File: src/hw/rtl/gauss_jordan_matrix_inverse_top_assert.svh
// ----------------------------------------------------------------------------
// gauss-jordan inverter assertion macros
// shared property forms for the top level checks
// ----------------------------------------------------------------------------
`ifndef GAUSS_JORDAN_MATRIX_INVERSE_TOP_ASSERT_SVH
`define GAUSS_JORDAN_MATRIX_INVERSE_TOP_ASSERT_SVH

// same-cycle implication, checked out of reset
`define GJMI_ASSERT_NOW(label, ante, cons) \
  label: assert property (@(posedge clk) disable iff (rst) (ante) |-> (cons)) \
    else $error("gjmi same-cycle check failed");

// next-cycle implication, checked out of reset
`define GJMI_ASSERT_NEXT(label, ante, cons) \
  label: assert property (@(posedge clk) disable iff (rst) (ante) |=> (cons)) \
    else $error("gjmi next-cycle check failed");

`endif

File: src/hw/rtl/gjmi_pkg.sv
// ----------------------------------------------------------------------------
// gjmi_pkg
// shared types, constants and helpers of the gauss-jordan inverter
// ----------------------------------------------------------------------------
`timescale 1ns / 1ps
`default_nettype none

package gjmi_pkg;

  localparam int MAX_ORDER_DEF = 8;

  localparam logic [31:0] FX_ONE  = 32'h0001_0000;
  localparam logic [31:0] FX_ZERO = 32'h0000_0000;
  localparam logic [31:0] FX_MAX  = 32'h7fff_ffff;
  localparam logic [31:0] FX_MIN  = 32'h8000_0000;

  localparam logic [3:0]  SIZE_RESET = 4'd8;
  localparam logic [15:0] THR_RESET  = 16'd1;

  // configuration register indexes
  localparam logic REG_MATRIX_SIZE     = 1'b0;
  localparam logic REG_SMALL_THRESHOLD = 1'b1;

  // matrix select inside the shared memory
  localparam logic MAT_WORK = 1'b0;
  localparam logic MAT_INV  = 1'b1;

  // quotient bits of the q16.16 divide
  localparam int DIV_BITS = 48;

  typedef enum logic [2:0] {
    WS_INPUT,
    WS_ZERO,
    WS_ONE,
    WS_A,
    WS_B,
    WS_ELIM,
    WS_DIV
  } wsrc_t;

  typedef struct packed {
    logic  rd_en;
    logic  wr_en;
    wsrc_t wr_src;
    logic  cap_a;
    logic  cap_b;
    logic  cap_piv;
    logic  cap_m;
    logic  mul;
    logic  div_start;
    logic  cap_out;
    logic  clr_flags;
    logic  set_sing;
  } cmd_t;

  typedef struct packed {
    logic below_thr;
    logic div_busy;
  } status_t;

  // magnitude of a signed 32-bit value, as unsigned
  function automatic logic [31:0] mag32(logic [31:0] v);
    logic [31:0] m;
    m = v[31] ? (~v + 32'd1) : v;
    return m;
  endfunction

endpackage

`default_nettype wire

File: src/hw/rtl/gjmi_ctrl.sv
// ----------------------------------------------------------------------------
// gjmi_ctrl
// sequencer for load, pivoting, normalize, elimination and readout
// ----------------------------------------------------------------------------
`timescale 1ns / 1ps
`default_nettype none

module gjmi_ctrl import gjmi_pkg::*; #(
  parameter int MAX_ORDER = MAX_ORDER_DEF,
  localparam int RW = $clog2(MAX_ORDER),
  localparam int CW = $clog2(MAX_ORDER + 1),
  localparam int AW = 2 * RW + 1
) (
  input  wire logic          clk,
  input  wire logic          rst,
  input  wire logic          cfg_write,
  input  wire logic          cfg_index,
  input  wire logic [15:0]   cfg_data,
  input  wire logic          in_valid,
  output logic               in_stall,
  output logic               out_valid,
  input  wire logic          out_stall,
  output logic               last_of_matrix,
  output cmd_t               cmd,
  input  wire status_t       status,
  output logic [AW-1:0]      rd_addr,
  output logic [AW-1:0]      wr_addr
);

  typedef enum logic [22:0] {
    S_LOAD  = 23'h000001,
    S_INIT  = 23'h000002,
    S_PRD   = 23'h000004,
    S_PCHK  = 23'h000008,
    S_SRD   = 23'h000010,
    S_SCHK  = 23'h000020,
    S_SWRA  = 23'h000040,
    S_SWRB  = 23'h000080,
    S_SWWA  = 23'h000100,
    S_SWWB  = 23'h000200,
    S_NRD   = 23'h000400,
    S_NCHK  = 23'h000800,
    S_NDIV  = 23'h001000,
    S_NWR   = 23'h002000,
    S_MRD   = 23'h004000,
    S_MCAP  = 23'h008000,
    S_ERV   = 23'h010000,
    S_ERP   = 23'h020000,
    S_EMUL  = 23'h040000,
    S_EWR   = 23'h080000,
    S_ORD   = 23'h100000,
    S_OCAP  = 23'h200000,
    S_OSHOW = 23'h400000
  } state_t;

  state_t        state;
  logic [3:0]    size_reg;
  logic [CW-1:0] n;
  logic [CW-1:0] c;
  logic [CW-1:0] r;
  logic [CW-1:0] k;
  logic          sel;
  logic          back;
  logic          usable;

  logic          rd_sel;
  logic [CW-1:0] rd_row;
  logic [CW-1:0] rd_col;
  logic          wr_sel;
  logic [CW-1:0] wr_row;
  logic [CW-1:0] wr_col;
  logic          k_last;
  logic          r_last;
  logic          diag;

  // effective order: zero acts as one, oversize clamps
  always_comb begin
    if (size_reg == 4'd0) begin
      n = CW'(1);
    end else if (size_reg > 4'(MAX_ORDER)) begin
      n = CW'(MAX_ORDER);
    end else begin
      n = CW'(size_reg);
    end
  end

  assign k_last = (k + CW'(1)) == n;
  assign r_last = (r + CW'(1)) == n;
  assign diag   = (sel == MAT_WORK) && (k == c);

  assign rd_addr = {rd_sel, rd_row[RW-1:0], rd_col[RW-1:0]};
  assign wr_addr = {wr_sel, wr_row[RW-1:0], wr_col[RW-1:0]};

  assign last_of_matrix = (state == S_OSHOW) && r_last && k_last;

  always_comb begin
    cmd       = '0;
    in_stall  = 1'b1;
    out_valid = 1'b0;
    rd_sel    = sel;
    rd_row    = r;
    rd_col    = k;
    wr_sel    = sel;
    wr_row    = r;
    wr_col    = k;
    unique case (state)
      S_LOAD: begin
        in_stall     = 1'b0;
        cmd.wr_en    = in_valid;
        cmd.wr_src   = WS_INPUT;
        wr_sel       = MAT_WORK;
      end
      S_INIT: begin
        cmd.clr_flags = 1'b1;
        cmd.wr_en     = 1'b1;
        cmd.wr_src    = (r == k) ? WS_ONE : WS_ZERO;
        wr_sel        = MAT_INV;
      end
      S_PRD: begin
        cmd.rd_en = 1'b1;
        rd_sel    = MAT_WORK;
        rd_row    = c;
        rd_col    = c;
      end
      S_PCHK: begin
        cmd.cap_piv  = 1'b1;
        cmd.set_sing = status.below_thr && ((c + CW'(1)) == n);
      end
      S_SRD: begin
        cmd.rd_en = 1'b1;
        rd_sel    = MAT_WORK;
        rd_col    = c;
      end
      S_SCHK: begin
        cmd.set_sing = status.below_thr && r_last;
      end
      S_SWRA: begin
        cmd.rd_en = 1'b1;
      end
      S_SWRB: begin
        cmd.cap_a = 1'b1;
        cmd.rd_en = 1'b1;
        rd_row    = c;
      end
      S_SWWA: begin
        cmd.cap_b  = 1'b1;
        cmd.wr_en  = 1'b1;
        cmd.wr_src = WS_A;
        wr_row     = c;
      end
      S_SWWB: begin
        cmd.wr_en  = 1'b1;
        cmd.wr_src = WS_B;
      end
      S_NRD: begin
        cmd.rd_en = 1'b1;
        rd_row    = c;
      end
      S_NCHK: begin
        cmd.div_start = usable && !diag;
      end
      S_NDIV: begin
      end
      S_NWR: begin
        cmd.wr_en = 1'b1;
        wr_row    = c;
        if (diag) begin
          cmd.wr_src = WS_ONE;
        end else if (!usable) begin
          cmd.wr_src = WS_ZERO;
        end else begin
          cmd.wr_src = WS_DIV;
        end
      end
      S_MRD: begin
        cmd.rd_en = 1'b1;
        rd_sel    = MAT_WORK;
        rd_col    = c;
      end
      S_MCAP: begin
        cmd.cap_m = 1'b1;
      end
      S_ERV: begin
        cmd.rd_en = 1'b1;
      end
      S_ERP: begin
        cmd.cap_a = 1'b1;
        cmd.rd_en = 1'b1;
        rd_row    = c;
      end
      S_EMUL: begin
        cmd.mul = 1'b1;
      end
      S_EWR: begin
        cmd.wr_en  = 1'b1;
        cmd.wr_src = WS_ELIM;
      end
      S_ORD: begin
        cmd.rd_en = 1'b1;
        rd_sel    = MAT_INV;
      end
      S_OCAP: begin
        cmd.cap_out = 1'b1;
      end
      S_OSHOW: begin
        out_valid = 1'b1;
      end
      default: begin
      end
    endcase
  end

  always_ff @(posedge clk) begin
    if (rst) begin
      state    <= S_LOAD;
      size_reg <= SIZE_RESET;
      c        <= '0;
      r        <= '0;
      k        <= '0;
      sel      <= MAT_WORK;
      back     <= 1'b0;
      usable   <= 1'b0;
    end else begin
      if (cfg_write && cfg_index == REG_MATRIX_SIZE) begin
        size_reg <= cfg_data[3:0];
      end
      unique case (state)
        S_LOAD: begin
          if (cfg_write && cfg_index == REG_MATRIX_SIZE) begin
            r <= '0;
            k <= '0;
          end else if (in_valid) begin
            if (!k_last) begin
              k <= k + CW'(1);
            end else begin
              k <= '0;
              if (!r_last) begin
                r <= r + CW'(1);
              end else begin
                r     <= '0;
                state <= S_INIT;
              end
            end
          end
        end
        S_INIT: begin
          if (!k_last) begin
            k <= k + CW'(1);
          end else begin
            k <= '0;
            if (!r_last) begin
              r <= r + CW'(1);
            end else begin
              r     <= '0;
              c     <= '0;
              state <= S_PRD;
            end
          end
        end
        S_PRD: state <= S_PCHK;
        S_PCHK: begin
          if (!status.below_thr) begin
            usable <= 1'b1;
            sel    <= MAT_WORK;
            k      <= c;
            state  <= S_NRD;
          end else if ((c + CW'(1)) != n) begin
            r     <= c + CW'(1);
            state <= S_SRD;
          end else begin
            usable <= 1'b0;
            sel    <= MAT_WORK;
            k      <= c;
            state  <= S_NRD;
          end
        end
        S_SRD: state <= S_SCHK;
        S_SCHK: begin
          if (!status.below_thr) begin
            sel   <= MAT_WORK;
            k     <= '0;
            state <= S_SWRA;
          end else if (!r_last) begin
            r     <= r + CW'(1);
            state <= S_SRD;
          end else begin
            usable <= 1'b0;
            sel    <= MAT_WORK;
            k      <= c;
            state  <= S_NRD;
          end
        end
        S_SWRA: state <= S_SWRB;
        S_SWRB: state <= S_SWWA;
        S_SWWA: state <= S_SWWB;
        S_SWWB: begin
          if (!k_last) begin
            k     <= k + CW'(1);
            state <= S_SWRA;
          end else if (sel == MAT_WORK) begin
            sel   <= MAT_INV;
            k     <= '0;
            state <= S_SWRA;
          end else begin
            state <= S_PRD;
          end
        end
        S_NRD: state <= S_NCHK;
        S_NCHK: state <= (usable && !diag) ? S_NDIV : S_NWR;
        S_NDIV: begin
          if (!status.div_busy) begin
            state <= S_NWR;
          end
        end
        S_NWR: begin
          if (!k_last) begin
            k     <= k + CW'(1);
            state <= S_NRD;
          end else if (sel == MAT_WORK) begin
            sel   <= MAT_INV;
            k     <= '0;
            state <= S_NRD;
          end else if ((c + CW'(1)) != n) begin
            r     <= c + CW'(1);
            back  <= 1'b0;
            state <= S_MRD;
          end else if (n != CW'(1)) begin
            c     <= n - CW'(1);
            r     <= n - CW'(2);
            back  <= 1'b1;
            state <= S_MRD;
          end else begin
            r     <= '0;
            k     <= '0;
            state <= S_ORD;
          end
        end
        S_MRD: state <= S_MCAP;
        S_MCAP: begin
          if (back) begin
            sel <= MAT_INV;
            k   <= '0;
          end else begin
            sel <= MAT_WORK;
            k   <= c + CW'(1);
          end
          state <= S_ERV;
        end
        S_ERV:  state <= S_ERP;
        S_ERP:  state <= S_EMUL;
        S_EMUL: state <= S_EWR;
        S_EWR: begin
          if (!k_last) begin
            k     <= k + CW'(1);
            state <= S_ERV;
          end else if (sel == MAT_WORK) begin
            sel   <= MAT_INV;
            k     <= '0;
            state <= S_ERV;
          end else if (!back) begin
            if (!r_last) begin
              r     <= r + CW'(1);
              state <= S_MRD;
            end else begin
              c     <= c + CW'(1);
              state <= S_PRD;
            end
          end else if (r != '0) begin
            r     <= r - CW'(1);
            state <= S_MRD;
          end else if (c > CW'(1)) begin
            c     <= c - CW'(1);
            r     <= c - CW'(2);
            state <= S_MRD;
          end else begin
            r     <= '0;
            k     <= '0;
            state <= S_ORD;
          end
        end
        S_ORD:  state <= S_OCAP;
        S_OCAP: state <= S_OSHOW;
        S_OSHOW: begin
          if (!out_stall) begin
            if (!k_last) begin
              k     <= k + CW'(1);
              state <= S_ORD;
            end else if (!r_last) begin
              k     <= '0;
              r     <= r + CW'(1);
              state <= S_ORD;
            end else begin
              r     <= '0;
              k     <= '0;
              state <= S_LOAD;
            end
          end
        end
        default: state <= S_LOAD;
      endcase
    end
  end

endmodule

`default_nettype wire

File: config.mk
export PLATFORM = sky130hd
export DESIGN_NAME = gjmi_ctrl
export DESIGN_NICKNAME = d
export VERILOG_FILES = /design/src/hw/rtl/gauss_jordan_matrix_inverse_top_assert.svh /design/src/hw/rtl/gjmi_pkg.sv /design/src/hw/rtl/gjmi_ctrl.sv
export SDC_FILE = /design/constraint.sdc
export NUM_CORES = 1
export LEC_CHECK = 0
export BUFFER_PORTS_ARGS = -buffer_cell sky130_fd_sc_hd__buf_4
export CORE_ASPECT_RATIO = 2
export CORE_MARGIN = 4
export CORE_UTILIZATION = 55
export CTS_BUF_LIST = sky130_fd_sc_hd__clkbuf_8
export DETAILED_ROUTE_END_ITERATION = 10
export PLACE_DENSITY = 0.74
export SLEW_MARGIN = 25
export SYNTH_ARGS = -nofsm -noshare
export SYNTH_HDL_FRONTEND = slang
export SYNTH_SLANG_ARGS = --single-unit
File: constraint.sdc
create_clock -name clk -period 3.19 [get_ports clk]
set_input_delay 0.4785 -clock clk [delete_from_list [all_inputs] [get_ports clk]]
set_output_delay 0.4785 -clock clk [all_outputs]
set_load 0.02 [all_outputs]
==> results of run 1 <==
-- metal layers --
layer  wire length (microns)  track usage (%)  vias to the layer above
met2                    7880             64.9                      283
met1                    4760             36.9                     2189
met3                    1270             12.9                      130
li1                        -                -                     2132
met5                       0                0                        -
met4                    1720             32.8                        0
-- per-stage QoR --
step | power (mW) | setup WS [ps] | setup TNS [ps] | instances
6_report | 1.18 | -35.6 | -68.4 | 709
5_1_grt | 1.23 | -118 | -382 | 709
4_1_cts | 1.16 | 5.58 | 0 | 703
3_5_place_dp | 0.815 | 110 | 0 | 693
3_3_place_gp | 0.810 | 162 | 0 | 693
2_1_floorplan | 0.718 | 112 | 0 | 531
-- cell families after synthesis --
kind of cell             after synthesis  share of synthesized area (%)
buffers and inverters                 51                           5.56
AO/OA/AOI/OAI                        127                           22.2
XOR/XNOR                              21                           5.59
flip-flops                            42                           22.0
adder cells (fa/ha/maj)               14                           4.58
AND/OR/NAND/NOR                      265                           37.1
multiplexers                          11                           2.98
-- worst max-delay path by stage --
| stage | start | end | slack (ps) | depth (start not counted) |
|---|---|---|---|---|
| after detailed placement | state[1] | rd_addr[3] | 110 | 7 |
| after global routing | state[0] | cmd[3] | -120 | 9 |
| after floorplan | state[0] | rd_addr[3] | 110 | 6 |
| final | state[12] | rd_addr[5] | -40 | 8 |
| after global placement | state[9] | state[20] | 160 | 11 |
| after CTS | state[16] | cmd[0] | 6 | 10 |
-- cell type report --
| type | instances | area share [%] |
|---|---|---|
| well taps | 88 | 2.26 |
| flip-flops and latches | 42 | 17.4 |
| multi-input cells | 438 | 59.2 |
| repair buffers | 110 | 17.7 |
| clock inverters | 2 | 0.205 |
| clock buffers | 5 | 1.41 |
| inverters | 24 | 1.85 |
-- worst reg2reg max path: cells and delay by family, from the launching register on --
kind | cells | cell delay [ps]
buf+inv | 3 | 520
compound gates | 2 | 570
flops | 1 | 330
simple gates | 6 | 1640
-- cell usage in the layout (no fill, tap or decap), drive strengths merged, types with 6 or more instances in the layout --
master | synthesis | routed
a211oi | 7 | 7
nand4 | 11 | 11
nor4 | 17 | 17
nor2 | 54 | 54
or2 | 6 | 6
xnor2 | 13 | 13
or3 | 8 | 8
nand2 | 60 | 60
nand3 | 16 | 16
buf | 10 | 110
nor2b | 16 | 16
ha | 14 | 14
a21oi | 35 | 35
a31oi | 8 | 8
mux2i | 8 | 8
nand3b | 10 | 10
a22oi | 7 | 7
o21ai | 25 | 25
xor2 | 6 | 6
or4 | 9 | 9
nor3 | 26 | 26
dfxtp | 42 | 42
inv | 23 | 23
and2 | 6 | 6
nand2b | 11 | 11
-- power by group --
| part | internal [mW] | leakage (nW) | switching [mW] | total, mW |
|---|---|---|---|---|
| logic | 0.123 | 1.62 | 0.163 | 0.286 |
| registers | 0.532 | 0.342 | 0.0113 | 0.543 |
| clock network | 0.147 | 0.0438 | 0.205 | 0.353 |
| total | 0.803 | 2.01 | 0.380 | 1.18 |
-- repair_timing --
action                     CTS  global route
pin swaps                    4             8
buffers inserted             3             6
gates resized for setup      7            28
setup endpoints to repair    4            26
==> results_dict.tcl, run 1 <==
set metrics [dict create \
    status "finished, violations left" \
    violations "setup timing" \
    dieHeight_microns 126 \
    path_buf_inv 1 \
    hold_class "in2reg" \
    synthCells 531 \
    hold_violations 0 \
    hpwl_microns 11700 \
    holdPathStages 3 \
    r2r_slack_ps 80 \
    relSlewSlack_pct 59.6 \
    worst_path_max_delay_cell "or4_1" \
    setup_viol 3 \
    grt_max_degree 41 \
    die_w_microns 67.0 \
    synth_area_leader_cell "dfxtp_1" \
    cts_tree "yes" \
    avgSynthCellArea_sq_um 7.21 \
    vias_per_cell 6.68 \
    grtUsageTotal_pct 39.0 \
    hp-start "cfg_data[3]" \
    fin_area_sq_mm 0.00488 \
    cpLargestDelayFamily "simple AND/OR/NAND/NOR gates" \
    drc_errors 0 \
    postCtsHoldBufs 0 \
    fin_util_pct 73.2 \
    syn_area_sq_mm 0.00383 \
    dr.pass1.iters 6 \
    io_buffers 42 \
    rsz0062_at_grt "yes" \
    rr_worst_depth 11 \
    wl_per_cell_microns 22.0 \
    first_iter_violations 456 \
    grt_overflow_total 0 \
    worstPathRequired_ps 2710 \
    period_needed_ps 3230 \
    grt_pass1_vias 4718 \
    yosysWarnings 0 \
    r2r_end "state[13]" \
    crit_type "reg2out" \
    synth_edf_count 0 \
    whs_ps 376 \
    cts_htree_levels 2 \
    place_area_sq_mm 0.00458 \
    clock-root-buffer "clkbuf_8" \
    diodes 0 \
    clk_latency_ps 320 \
    largest_reg_flops 23 \
    async_reset_ff_share_pct 0 \
    drv_cap 0 \
    cts_buffers 5 \
    multi_input_area_sq_mm 0.00289 \
    seqCellArea_sq_um 850 \
    tightest_slew_ps 600 \
    crit_path_max_fanout 6 \
    maxSlewViolCount 0 \
    cp-end-kind "output port" \
    r2r-start "state[0]" \
    arrival_ps 2750 \
    synth_fp_nets 569 \
    synthTopCellsByCount "60 x nand2_1, 54 x nor2_1, 42 x dfxtp_1" \
    skew_ps 6.30 \
    rows 42 \
    ant_nets 0 \
    fin_crit_sh_pct 101 \
    drive_above_1_share_pct 26.2 \
    die_area_sq_mm 0.00844 \
    antenna_found_initial 0 \
    clkTransAtPathRegs_ps 90 \
    grt_pass1_wl_microns 24400 \
    ys.flop_type "dfxtp_1" \
    whs_endpoint "size_reg[3]" \
    final.setup.worst_slack_ps -35.6 \
    gp_congestion 1.00 \
    ios 55 \
    layout.nets 659 \
    area_growth_pct 27.6 \
    timing.fmax_ghz 0.310 \
    synth_top_area_share_pct 22.0 \
    start_util_pct 57.3 \
    start_kind "register" \
    synth-seq-area-share_pct 22.0 \
    ys_seq_elements 42 \
    slowest_delay_ps 610 \
    cts_sinks 42 \
    num-fill-cells 580 \
    core_area_sq_mm 0.00667 \
    wl_microns 15600 \
    via_count 4734 \
    ir_drop_v 0.000178 \
    synth.most_common_cell "nand2_1" \
    netlist_top_cells_area "dfxtp_1 22%, nand2_1 5.9%, nor2_1 5.3%" \
    power.density_mw_per_mm2 242 \
    synth_cell_type_count 69 \
    leakagePower_nw 2.01 \
    path_cells "or4_1 -> or3_4 -> or4_4 -> and2_4 -> o311a_4 -> nand2_1 -> o21ai_1 -> buf_4" \
    cts_buffer_depth 2 \
    regMostFlops "state" \
]
Power figures use the tool's default switching activity.
==> run 2: changes to the inputs <==
--- a/config.mk
+++ b/config.mk
@@ -7,7 +7,7 @@
 export LEC_CHECK = 0
 export BUFFER_PORTS_ARGS = -buffer_cell sky130_fd_sc_hd__buf_4
 export CORE_ASPECT_RATIO = 2
-export CORE_MARGIN = 4
+export CORE_MARGIN = 5
 export CORE_UTILIZATION = 55
 export CTS_BUF_LIST = sky130_fd_sc_hd__clkbuf_8
 export DETAILED_ROUTE_END_ITERATION = 10
@@ -16,3 +16,4 @@
 export SYNTH_ARGS = -nofsm -noshare
 export SYNTH_HDL_FRONTEND = slang
 export SYNTH_SLANG_ARGS = --single-unit
+export TNS_END_PERCENT = 10
==> run 2 against run 1 <==
The flow now finishes without violations. Critical endpoint is now rd_addr[3]. Global-route usage shrank 2.0 points. Non-clock buffer count is the same. Clock-buffer cell count is the same. Setup slack gained 69 ps. Cell count grew 0.42%. Largest cell class unchanged. Highest routed layer unchanged. Hold slack gained 3.6 ps. Register-to-register slack gained 60 ps. Design area grew 0.28%.
==> results_dict.tcl, run 2 (synthesis gave the netlist of run 1 again) <==
set metrics [dict create \
    status "finished, final reports clean" \
    clkTransAtPathRegs_ps 90 \
    ios 55 \
    leakagePower_nw 2.01 \
    wl_microns 15500 \
    power.density_mw_per_mm2 274 \
    via_count 4686 \
    comb_power_share_pct 20.2 \
    drc_errors 0 \
    ant_nets 0 \
    final.setup.worst_slack_ps 33.8 \
    worstPathRequired_ps 2710 \
    start_util_pct 55.6 \
    hold_violations 0 \
    arrival_ps 2680 \
    first_iter_violations 419 \
    grt_max_degree 41 \
    die_area_sq_mm 0.00883 \
    rsz0062_at_grt "yes" \
    cts_buffers 5 \
    vias_per_cell 6.58 \
    hpwl_microns 11700 \
    clk_latency_ps 320 \
    rows 43 \
    layout_common_cells "108 x buf_4, 59 x nand2_1, 53 x nor2_1" \
    setup-tns-final_ps 0 \
    antenna_found_initial 0 \
    place_ws_ps 114 \
    skew_ps 9.30 \
    switching_share_pct 28.5 \
    largest_reg_flops 23 \
    rr_worst_depth 10 \
    cts_buffer_depth 2 \
    start_kind "register" \
    ir_drop_v 0.000231 \
    relSlewSlack_pct 50.0 \
    crit_type "reg2out" \
    dieHeight_microns 128 \
    p_clk_share_pct 39.3 \
    die_w_microns 69.0 \
    p_int_mw 0.961 \
    area_growth_pct 28.0 \
    clock-root-buffer "clkbuf_8" \
    cts_sinks 42 \
    drive_above_1_share_pct 26.2 \
    layout.nets 659 \
    core_area_sq_mm 0.00689 \
    wl_per_cell_microns 21.7 \
    dr.pass1.iters 5 \
    cp-end-kind "output port" \
    final_common_cell "buf_4" \
    tightest_slew_ps 746 \
    io_buffers 42 \
    fin_util_pct 71.1 \
    regMostFlops "state" \
    grt_overflow_total 0 \
    postCtsHoldBufs 0 \
    crit_path_max_fanout 6 \
    diodes 0 \
    power.net_switching_mw 0.383 \
    setup_viol 0 \
    period_needed_ps 3160 \
    cts_htree_levels 2 \
    grt_pass1_vias 4707 \
    grtUsageTotal_pct 37.1 \
    timing.fmax_ghz 0.317 \
    final_cell_count_no_fill 712 \
    cts_tree "yes" \
    gp_congestion 1.03 \
    dp_cells 695 \
    drv_cap 0 \
    hold_class "in2reg" \
    fin_crit_sh_pct 98.9 \
    holdPathStages 3 \
    finalPower_mw 1.34 \
    maxSlewViolCount 0 \
    grt_pass1_wl_microns 23800 \
    p_seq_share_pct 40.5 \
]
[run 2: cell types whose count changed in the layout (fill, tap and decap cells not counted), sizes merged]
cell    delta
clkinv     -1
bufinv     +2
[run 2: power by group through the flow]
stage / combinational, mW / clock, mW / sequential (mW)
3_5_place_dp: 0.256 / 0 / 0.556
2_1_floorplan: 0.167 / 0 / 0.551
3_3_place_gp: 0.252 / 0 / 0.555
4_1_cts: 0.259 / 0.531 / 0.544
6_report: 0.272 / 0.528 / 0.544
5_1_grt: 0.293 / 0.550 / 0.545
[run 2: final cells by class]
type	instances	area, sq um
clock buffer	5	68.8
clock inverter	3	68.8
fill	635	1990
inverter	24	90.1
multi-input combinational	438	2870
sequential	42	851
tap	90	113
timing repair buffer	110	833
[run 2: layer usage]
metal / wire length (microns) / global-route usage [%] / vias to the layer above
li1: - / - / 2124
met1: 4810 / 32.1 / 2198
met2: 7950 / 62.3 / 249
met3: 1010 / 12.1 / 115
met4: 1700 / 35.1 / 0
met5: 0 / 0 / -
[run 2: repair_timing]
item | CTS | global route
endpoints found under the setup margin | 4 | 23
setup buffers | 3 | 6
gates resized for setup | 11 | 18
pin swaps | 3 | 6
[run 2: worst max-delay path, cell delays in order (launching register included)]
cell and delay [ps]:
dfxtp_4 360, or4_4 550, or3_4 410, or4_4 450
and2_4 170, o311a_4 130, nand2_1 90, o21ai_2 50
buf_4 150
[run 2: final timing paths]
kind,to,slack [ps],from
min reg2reg,size_reg[1],500,size_reg[1]
max,rd_addr[3],30,state[13]
max reg2reg,state[13],140,state[13]
min,size_reg[3],380,cfg_data[3]
[run 2: through the flow]
step,hold slack (ps),area [sq um]
floorplan,441,3830
global placement,467,4570
detailed placement,486,4580
CTS,372,4770
global route,413,4900
finish,379,4900
==> run 3: changes to the inputs <==
--- a/config.mk
+++ b/config.mk
@@ -11,7 +11,7 @@
 export CORE_UTILIZATION = 55
 export CTS_BUF_LIST = sky130_fd_sc_hd__clkbuf_8
 export DETAILED_ROUTE_END_ITERATION = 10
-export PLACE_DENSITY = 0.74
+export PLACE_DENSITY = 0.83
 export SLEW_MARGIN = 25
 export SYNTH_ARGS = -nofsm -noshare
 export SYNTH_HDL_FRONTEND = slang
==> run 3 against run 2 <==
The run now ends with setup timing left. Sequential share of layout area up 0.29 points. Cell count up 0.14%. Clock-buffer cell count unchanged. Register-to-register slack better by 30 ps. Sequential power up 0.7%. Wire length down 0.32%. Combinational power down 1%. Clock power down 34%. Flip-flop and latch count unchanged. Clock skew down 1.7 ps. Global-route usage up 0.42 points. Core utilization down 0.56 points. Largest cell class unchanged. Largest power group unchanged.
==> results_dict.tcl, run 3 (synthesis gave the netlist of run 1 again) <==
set metrics [dict create \
    timing.fmax_ghz 0.309 \
    skew_ps 7.62 \
    place_ws_ps 100 \
    rows 43 \
    hpwl_microns 11500 \
    postCtsHoldBufs 0 \
    rsz0062_at_grt "yes" \
    cts_htree_levels 2 \
    clkTransAtPathRegs_ps 90 \
    regMostFlops "state" \
    first_iter_violations 463 \
    diodes 0 \
    area_growth_pct 26.9 \
    clk_latency_ps 310 \
    num-fill-cells 590 \
    cts_sinks 42 \
    layout.nets 661 \
    r2r-start "state[6]" \
    path_cells "nor3_4 -> nand3_1 -> buf_4 -> nor4_1 -> nor3_2 -> mux2_2 -> buf_4" \
    r2r_end "c[0]" \
    dieHeight_microns 128 \
    wl_microns 15400 \
    ir_drop_v 0.000223 \
    fin_util_pct 70.5 \
    antenna_found_initial 0 \
    grt_max_degree 41 \
    gp_congestion 1.02 \
    grtUsageTotal_pct 37.5 \
    crit_top_cell "buf_4" \
    wl_per_cell_microns 21.6 \
    hold_class "in2reg" \
    cts_buffer_depth 2 \
    leakagePower_nw 2.00 \
    start_kind "register" \
    die_area_sq_mm 0.00883 \
    violations "setup timing" \
    rr_worst_depth 10 \
    fin_crit_sh_pct 101 \
    hold_violations 0 \
    tightest_slew_ps 758 \
    final.setup.worst_slack_ps -42.1 \
    maxSlewViolCount 0 \
    cp-end-kind "output port" \
    drv_cap 0 \
    start_util_pct 55.6 \
    holdPathStages 3 \
    core_area_sq_mm 0.00689 \
    whs_ps 375 \
    final_common_cell "buf_4" \
    via_count 4686 \
    relSlewSlack_pct 49.2 \
    setup-tns-final_ps -42.1 \
    crit_path_max_fanout 7 \
    path_buf_inv 2 \
    grt_pass1_vias 4697 \
    hp-start "cfg_data[3]" \
    io_buffers 42 \
    worst_path_max_delay_cell "nor4_1" \
    drive_above_1_share_pct 26.6 \
    slowest_delay_ps 520 \
    ant_nets 0 \
    power.density_mw_per_mm2 240 \
    period_needed_ps 3230 \
    dr.pass1.iters 5 \
    cts_buffers 5 \
    ios 55 \
    status "finished, violations left" \
    arrival_ps 2750 \
    largest_reg_flops 23 \
    grt_pass1_wl_microns 24100 \
    drc_errors 0 \
    setup_viol 1 \
    grt_overflow_total 0 \
    die_w_microns 69.0 \
    cts_tree "yes" \
    layout_common_cells "108 x buf_4, 57 x nand2_1, 53 x nor2_1" \
    crit_type "reg2out" \
    r2r_slack_ps 170 \
    vias_per_cell 6.57 \
    worstPathRequired_ps 2710 \
    whs_endpoint "size_reg[3]" \
    clock-root-buffer "clkbuf_8" \
    cpLargestDelayFamily "simple AND/OR/NAND/NOR gates" \
]
-- run 3: cell count changes in the layout (fill, tap and decap cells not counted), sizes merged --
cell / previous run / this run
buf: 110 / 112
bufinv: 2 / 0
clkinv: 2 / 3
-- run 3: how the worst max path moves through the flow --
stage	from	end	slack, ps	cells after the start
floorplan	state[0]	rd_addr[3]	110	6
finish	state[22]	rd_addr[2]	-40	7
detailed placement	state[12]	rd_addr[5]	100	7
global route	state[10]	rd_addr[2]	-60	9
CTS	state[0]	rd_addr[5]	-100	7
global placement	state[0]	rd_addr[4]	160	7
-- run 3: what timing repair did --
item                                    in CTS  in global routing
setup buffers                                0                  4
pin swaps                                    0                  9
resized for setup                            8                 28
endpoints found under the setup margin       7                 21
-- run 3: final cells by class --
type / instances / area, sq um / area share [%]
multi-input combinational: 438 / 2850 / 58.7
timing repair buffer: 112 / 865 / 17.8
clock inverter: 2 / 10.0 / 0.206
inverter: 24 / 90.1 / 1.85
clock buffer: 5 / 68.8 / 1.42
sequential: 42 / 858 / 17.7
tap: 90 / 113 / 2.32
-- run 3: worst register-to-register path, stage by stage (launching register included) --
cell and delay [ps]:
dfxtp_1 380, or4_1 630, nor3_1 310, and4_1 340
o21ai_1 200, a211oi_1 280, buf_4 170, and3_1 290
buf_4 160, nor2_1 30, nor3_1 150
-- run 3: metrics by stage --
stage	power, mW	cell area, sq um	instances
2_1_floorplan	0.718	3830	531
3_3_place_gp	0.809	4640	702
4_1_cts	1.15	4740	709
5_1_grt	1.22	4860	713
3_5_place_dp	0.814	4640	702
6_report	1.17	4860	713
-- run 3: where the power goes --
group          internal, mW  switching (mW)
registers             0.531          0.0166
clock network         0.147           0.202
logic                 0.115           0.153
total                 0.794           0.372
-- run 3: metal layers --
| layer | track usage, % | share of wire [%] |
|---|---|---|
| met1 | 35.0 | 31 |
| met4 | 35.9 | 12 |
| met3 | 13.5 | 8.0 |
| met5 | 0 | 0 |
| met2 | 59.5 | 49 |
